`config.mk`:
```
export PLATFORM = sky130hd
export DESIGN_NAME = scbp_div
export DESIGN_NICKNAME = d
export VERILOG_FILES = /design/src/sv/scbp_pkg.sv /design/src/sv/scbp_div.sv
export VERILOG_INCLUDE_DIRS = /design/src /design/src/sv
export SDC_FILE = /design/constraint.sdc
export NUM_CORES = 1
export LEC_CHECK = 0
export BUFFER_PORTS_ARGS = -buffer_cell sky130_fd_sc_hd__buf_2
export CAP_MARGIN = 20
export CORE_MARGIN = 4
export CORE_UTILIZATION = 35
export CTS_BUF_LIST = sky130_fd_sc_hd__clkbuf_4 sky130_fd_sc_hd__clkbuf_8
export CTS_CLUSTER_SIZE = 10
export DETAILED_ROUTE_END_ITERATION = 16
export PLACE_DENSITY = 0.55
export SLEW_MARGIN = 20
export SYNTH_ARGS = -nofsm -noshare
export SYNTH_HDL_FRONTEND = slang
export SYNTH_SLANG_ARGS = --single-unit
```
`constraint.sdc`:
```
create_clock -name clk -period 8.4 [get_ports clk]
set_input_delay 0.84 -clock clk [delete_from_list [all_inputs] [get_ports clk]]
set_output_delay 0.84 -clock clk [all_outputs]
set_load 0.01 [all_outputs]
```
`src/sv/sixel_cell_bitmap_plotter_defines.svh`:
```
// assertion macros shared by the sixel cell bitmap plotter rtl
// no dependencies; define NO_ASSERTIONS to compile the checks out
`ifndef SIXEL_CELL_BITMAP_PLOTTER_DEFINES_SVH
`define SIXEL_CELL_BITMAP_PLOTTER_DEFINES_SVH
`ifndef NO_ASSERTIONS
// same-cycle implication, sampled on clk, off while rst_n is low
`define SCBP_ASSERT_IMPL(label, ante, cons) \
    label: assert property (@(posedge clk) disable iff (!rst_n) (ante) |-> (cons)) \
        else $error("scbp same-cycle check failed");
// next-cycle implication, sampled on clk, off while rst_n is low
`define SCBP_ASSERT_NEXT(label, ante, cons) \
    label: assert property (@(posedge clk) disable iff (!rst_n) (ante) |=> (cons)) \
        else $error("scbp next-cycle check failed");
`else
`define SCBP_ASSERT_IMPL(label, ante, cons)
`define SCBP_ASSERT_NEXT(label, ante, cons)
`endif
`endif

```
`src/sv/scbp_pkg.sv`:
```
// types, constants and helpers for the sixel cell bitmap plotter
// no dependencies; used by the interfaces, the divider and the top level
package scbp_pkg;

    // default geometry
    localparam int CELL_WIDTH_DEF  = 8;
    localparam int CELL_HEIGHT_DEF = 12;
    localparam int SCREEN_COLS_DEF = 16;
    localparam int SCREEN_ROWS_DEF = 8;

    // field widths
    localparam int CMD_W   = 2;
    localparam int XPOS_W  = 8;
    localparam int YPOS_W  = 7;
    localparam int CCOL_W  = 4;
    localparam int CROW_W  = 3;
    localparam int CHAR_W  = 7;
    localparam int SIXEL_W = 6;

    // internal coordinate widths, sized for the largest geometry
    localparam int POS_W = 6;
    localparam int SLC_W = 4;
    localparam int GRP_W = 2;
    localparam int BIT_W = 3;

    // shared divide unit widths: dividend, divisor, step counter
    localparam int DIV_W = 8;
    localparam int DVS_W = 5;
    localparam int CNT_W = 2;

    // reciprocal scaling, exact quotients for any 8-bit dividend and divisor up to 24
    localparam int RCP_SHIFT = 16;
    localparam int RCP_W     = 17;
    localparam int RCP_ONE   = 1 << RCP_SHIFT;

    // rows in one sixel group
    localparam int GROUP_ROWS = 6;

    // output character codes
    localparam logic [CHAR_W-1:0] SIXEL_BIAS = 7'h3F;
    localparam logic [CHAR_W-1:0] GROUP_SEP  = 7'h2F;
    localparam logic [CHAR_W-1:0] CELL_END   = 7'h3B;

    typedef enum logic [CMD_W-1:0] {
        CMD_CLEAR = 2'd0,
        CMD_PLOT  = 2'd1,
        CMD_READ  = 2'd2
    } scbp_cmd_t;

    typedef enum logic [3:0] {
        S_CLEAR,
        S_IDLE,
        S_DIVX,
        S_DIVY,
        S_DIVR,
        S_ADR1,
        S_ADR2,
        S_ADR3,
        S_PRD,
        S_PWR,
        S_RRD,
        S_REMIT,
        S_RSEP,
        S_REND
    } scbp_state_t;

    typedef struct packed {
        logic             start;
        logic [DIV_W-1:0] dividend;
        logic [DVS_W-1:0] divisor;
        logic [RCP_W-1:0] recip;
    } scbp_div_req_t;

    typedef struct packed {
        logic             done;
        logic [DIV_W-1:0] quot;
        logic [DVS_W-1:0] rem;
    } scbp_div_rsp_t;

    // one-hot mask of a pixel row inside its group
    function automatic logic [SIXEL_W-1:0] row_bit(input logic [BIT_W-1:0] idx);
        logic [SIXEL_W-1:0] mask;
        begin
            case (idx)
                3'd0:    mask = 6'h01;
                3'd1:    mask = 6'h02;
                3'd2:    mask = 6'h04;
                3'd3:    mask = 6'h08;
                3'd4:    mask = 6'h10;
                3'd5:    mask = 6'h20;
                default: mask = 6'h00;
            endcase
            return mask;
        end
    endfunction

endpackage

```
`src/sv/scbp_div.sv`:
```
// shared divide unit by a constant: reciprocal multiply for the quotient, then
// multiply back and subtract for the remainder; depends on scbp_pkg and the assertion header
`include "sixel_cell_bitmap_plotter_defines.svh"

module scbp_div (
    input  logic                    clk,
    input  logic                    rst_n,
    input  scbp_pkg::scbp_div_req_t req,
    output scbp_pkg::scbp_div_rsp_t rsp
);

    localparam logic [scbp_pkg::CNT_W-1:0] STEP_QUOT = scbp_pkg::CNT_W'(2);
    localparam logic [scbp_pkg::CNT_W-1:0] STEP_REM  = scbp_pkg::CNT_W'(1);

    logic [scbp_pkg::DIV_W-1:0]               dvd_reg;
    logic [scbp_pkg::DIV_W-1:0]               dvd_next;
    logic [scbp_pkg::DIV_W-1:0]               quot_reg;
    logic [scbp_pkg::DIV_W-1:0]               quot_next;
    logic [scbp_pkg::DVS_W-1:0]               rem_reg;
    logic [scbp_pkg::DVS_W-1:0]               rem_next;
    logic [scbp_pkg::DVS_W-1:0]               dvs_reg;
    logic [scbp_pkg::DVS_W-1:0]               dvs_next;
    logic [scbp_pkg::RCP_W-1:0]               rcp_reg;
    logic [scbp_pkg::RCP_W-1:0]               rcp_next;
    logic [scbp_pkg::CNT_W-1:0]               cnt_reg;
    logic [scbp_pkg::CNT_W-1:0]               cnt_next;
    logic                                     done_reg;
    logic                                     done_next;
    logic                                     busy;
    logic [scbp_pkg::DIV_W-1:0]               mul_a;
    logic [scbp_pkg::RCP_W-1:0]               mul_b;
    logic [scbp_pkg::DIV_W+scbp_pkg::RCP_W-1:0] prod;
    logic [scbp_pkg::DIV_W-1:0]               rem_full;

    assign busy = (cnt_reg != '0);

    // one multiplier: dividend times reciprocal, then quotient times divisor
    assign mul_a    = (cnt_reg == STEP_REM) ? quot_reg : dvd_reg;
    assign mul_b    = (cnt_reg == STEP_REM) ? scbp_pkg::RCP_W'(dvs_reg) : rcp_reg;
    assign prod     = {{scbp_pkg::RCP_W{1'b0}}, mul_a} * {{scbp_pkg::DIV_W{1'b0}}, mul_b};
    assign rem_full = dvd_reg - prod[scbp_pkg::DIV_W-1:0];

    // step sequencing
    always_comb
    begin
        dvd_next  = dvd_reg;
        quot_next = quot_reg;
        rem_next  = rem_reg;
        dvs_next  = dvs_reg;
        rcp_next  = rcp_reg;
        cnt_next  = cnt_reg;
        done_next = 1'b0;
        if (req.start)
        begin
            dvd_next = req.dividend;
            dvs_next = req.divisor;
            rcp_next = req.recip;
            cnt_next = STEP_QUOT;
        end
        else if (cnt_reg == STEP_QUOT)
        begin
            quot_next = prod[scbp_pkg::RCP_SHIFT +: scbp_pkg::DIV_W];
            cnt_next  = cnt_reg - 1'b1;
        end
        else if (cnt_reg == STEP_REM)
        begin
            rem_next  = rem_full[scbp_pkg::DVS_W-1:0];
            cnt_next  = cnt_reg - 1'b1;
            done_next = 1'b1;
        end
    end

    // control registers
    always_ff @(posedge clk or negedge rst_n)
    begin
        if (!rst_n)
        begin
            cnt_reg  <= '0;
            done_reg <= 1'b0;
        end
        else
        begin
            cnt_reg  <= cnt_next;
            done_reg <= done_next;
        end
    end

    // datapath registers
    always_ff @(posedge clk)
    begin
        dvd_reg  <= dvd_next;
        quot_reg <= quot_next;
        rem_reg  <= rem_next;
        dvs_reg  <= dvs_next;
        rcp_reg  <= rcp_next;
    end

    assign rsp.done = done_reg;
    assign rsp.quot = quot_reg;
    assign rsp.rem  = rem_reg;

    // checks
    `SCBP_ASSERT_IMPL(a_rem_below_divisor, done_reg, rem_reg < dvs_reg)
    `SCBP_ASSERT_IMPL(a_done_when_finished, done_reg, !busy)
    `SCBP_ASSERT_IMPL(a_no_restart_busy, req.start, !busy)
    `SCBP_ASSERT_NEXT(a_start_loads_count, req.start, cnt_reg == STEP_QUOT)

endmodule

```
==> flow_metrics.env <==
export IMPL_grt_pass1_wl_um=22000
export IMPL_tightest_slew_ns=0.888
export IMPL_drt_iter0_drc=164
export IMPL_netlist_area_um2=5770
export IMPL_synth_top_area_cell="fa_1"
export IMPL_die_area_um2=18600
export IMPL_final_common_cell="inv_1"
export IMPL_arrival_ns=6.10
export IMPL_finalSetupViolations=0
export IMPL_hold_class="in2async"
export IMPL_clk_pin_slew_worst_paths_ns=0.10
export IMPL_diodes=0
export IMPL_rows=46
export IMPL_drive_gt1_frac=0.116
export IMPL_required_ns=8.54
export IMPL_dp_hpwl_um=11400
export IMPL_path_max_fanout=28
export IMPL_largest_register_ffs=17
export IMPL_globalRouteOverflowTotal=0
export IMPL_netlist_instances=553
export IMPL_cts_resized=0
export IMPL_synth_seq_cells=46
export IMPL_grt_max_degree=36
export IMPL_synth_seq_area_share=0.237
export IMPL_synth_ff_type="edfxtp_1"
export IMPL_placed_area_um2=6210
export IMPL_stdcell_area_um2=6310
export IMPL_crit_chain="inv_1 -> ha_2 -> nor2b_1 -> a21oi_1 -> or2_2 -> fa_1 -> fa_1 -> inv_1 -> fa_1 -> fa_1 -> ha_1 -> nand3_1 -> o22ai_1 -> o2111ai_2 -> nand2_2 -> a211o_1 -> a311oi_2"
export IMPL_cts_root_buffer="clkbuf_8"
export IMPL_die_w_um=136
export IMPL_antenna_found_initial=0
export IMPL_r2r_setup_slack_ns=2.44
export IMPL_track_usage=0.153
export IMPL_final_cell_mix="93 x inv_1, 90 x fa_1, 81 x and2_1"
export IMPL_fin_skew_ns=0.00527
export IMPL_finalNetCount=768
export IMPL_syn_to_final_growth_pct=9.44
export IMPL_core_um2=16000
export IMPL_cts_sinks=46
export IMPL_r2r_cells=17
export IMPL_postCtsHoldBufs=0
export IMPL_async_flop_share=0.0652
export IMPL_cp_end_kind="register"
export IMPL_initial_core_util=0.360
export IMPL_max_cap_violations=0
export IMPL_routedWlPerCell_um=16.5
export IMPL_synth_top_area_frac=0.313
export IMPL_vias=3919
export IMPL_drv_slew=0
export IMPL_io_buffers=46
export IMPL_syn_area_per_cell_um2=10.4
export IMPL_clock_path_buffers=2
export IMPL_final_hold_viol_count=0
export IMPL_worstSkewPairLatency_ns=0.31
export IMPL_wl_um=13400
export IMPL_grt_pass1_vias=4232
export IMPL_synth_edff_count=43
export IMPL_cts_made_buffers=5
export IMPL_rr_startpoint="cnt_reg[1]"
export IMPL_remaining_drc_errors=0
export IMPL_antenna_left=0
export IMPL_nFillCells=1649
export IMPL_syn_nets=726
export IMPL_htreeDepth=2
export IMPL_maxSlewHeadroom=0.391
export IMPL_synth_area_leaders="fa_1 31%, edfxtp_1 22%, ha_1 11%"
export IMPL_fmax_mhz=168
export IMPL_rsz0062_at_grt="no"
export IMPL_min_period_ns=5.96
export IMPL_cpMostUsedCell="fa_1"
export IMPL_crit_slowest_cell="nor2b_1"
export IMPL_fin_setup_tns_ns=0
export IMPL_slowest_delay_ns=0.73
export IMPL_reg2reg_to="quot_reg[6]"
export IMPL_synth_cell_types=43
export IMPL_cts_tree="done"
export IMPL_ys_warn_count=0
export IMPL_viasPerCell=4.83
export IMPL_io_pins=47
export IMPL_first_pass_iters=4
export IMPL_die_y_um=136
export IMPL_place_congestion=0.848
export IMPL_cts_setup_buffers=0
export IMPL_start_kind="register"
export IMPL_path_class="reg2reg"
export IMPL_fin_crit_sh=0.710
export IMPL_status="finished, final reports clean"
## per-layer routing
layer  up-vias  routed length [um]  share of wire  GRT usage
met4         0                 528          0.039     0.0661
met1      1954                5630           0.42      0.200
met3        28                 495          0.037     0.0170
met5         -                   0              0          0
met2       109                6740           0.50      0.257
li1       1828                   -              -          -
## worst max-delay path by stage
stage	startpoint	to	slack (ns)	cells after the start
2_1_floorplan	cnt_reg[1]	quot_reg[2]	3.39	18
3_3_place_gp	cnt_reg[0]	quot_reg[7]	2.24	16
3_5_place_dp	cnt_reg[1]	quot_reg[7]	2.16	17
4_1_cts	cnt_reg[1]	quot_reg[6]	2.12	17
5_1_grt	cnt_reg[1]	quot_reg[7]	2.07	17
6_report	cnt_reg[1]	quot_reg[6]	2.44	17
## cell type report
| cell class | instances | area [um^2] | area share |
|---|---|---|---|
| clock buffer | 5 | 68.8 | 0.0109 |
| clock inverter | 3 | 28.8 | 0.00456 |
| inverter | 93 | 349 | 0.0553 |
| multi-input combinational | 403 | 4000 | 0.633 |
| sequential | 46 | 1370 | 0.217 |
| tap | 216 | 270 | 0.0428 |
| timing repair buffer | 46 | 230 | 0.0365 |
## kinds of logic (layout without fill, tap and decap cells)
kind of cell	count (synthesis)	after routing	share of synthesized area
simple gates	183	183	0.168
flops	46	46	0.237
mux	6	6	0.0104
compound gates	57	57	0.0673
buf+inv	104	147	0.0703
xor+xnor	17	17	0.0258
fa+ha+maj	140	140	0.421
## cells in the mapped netlist, types with 4 or more instances
cell type,number
inv_1,93
fa_1,90
and2_1,81
ha_1,50
edfxtp_1,43
nor2_1,41
nand2_1,26
a21oi_1,21
nor2b_1,15
xnor2_1,10
o21ai_0,9
a21o_1,8
or2_2,7
xor2_1,7
mux2i_1,6
clkbuf_1,5
a211oi_1,4
nand3_1,4
## per-stage QoR
stage	hold slack (ns)	instances	setup slack (ns)	utilization
final	0.306	812	2.44	0.394
after global routing	0.289	812	2.07	0.394
after CTS	0.290	812	2.12	0.394
after detailed placement	0.524	804	2.16	0.388
after global placement	0.495	804	2.24	0.388
after floorplan	0.486	553	3.39	-
## worst max-delay path, delay by kind of cell, from the launching register on
kind / cells / cell delay [ns]
compound gates: 5 / 1.19
simple gates: 4 / 1.30
fa+ha+maj: 6 / 2.78
flops: 1 / 0.38
buf+inv: 2 / 0.14
Power is not shown: default switching activity piles up to over one toggle a cycle in this logic, so the estimate is an artifact.
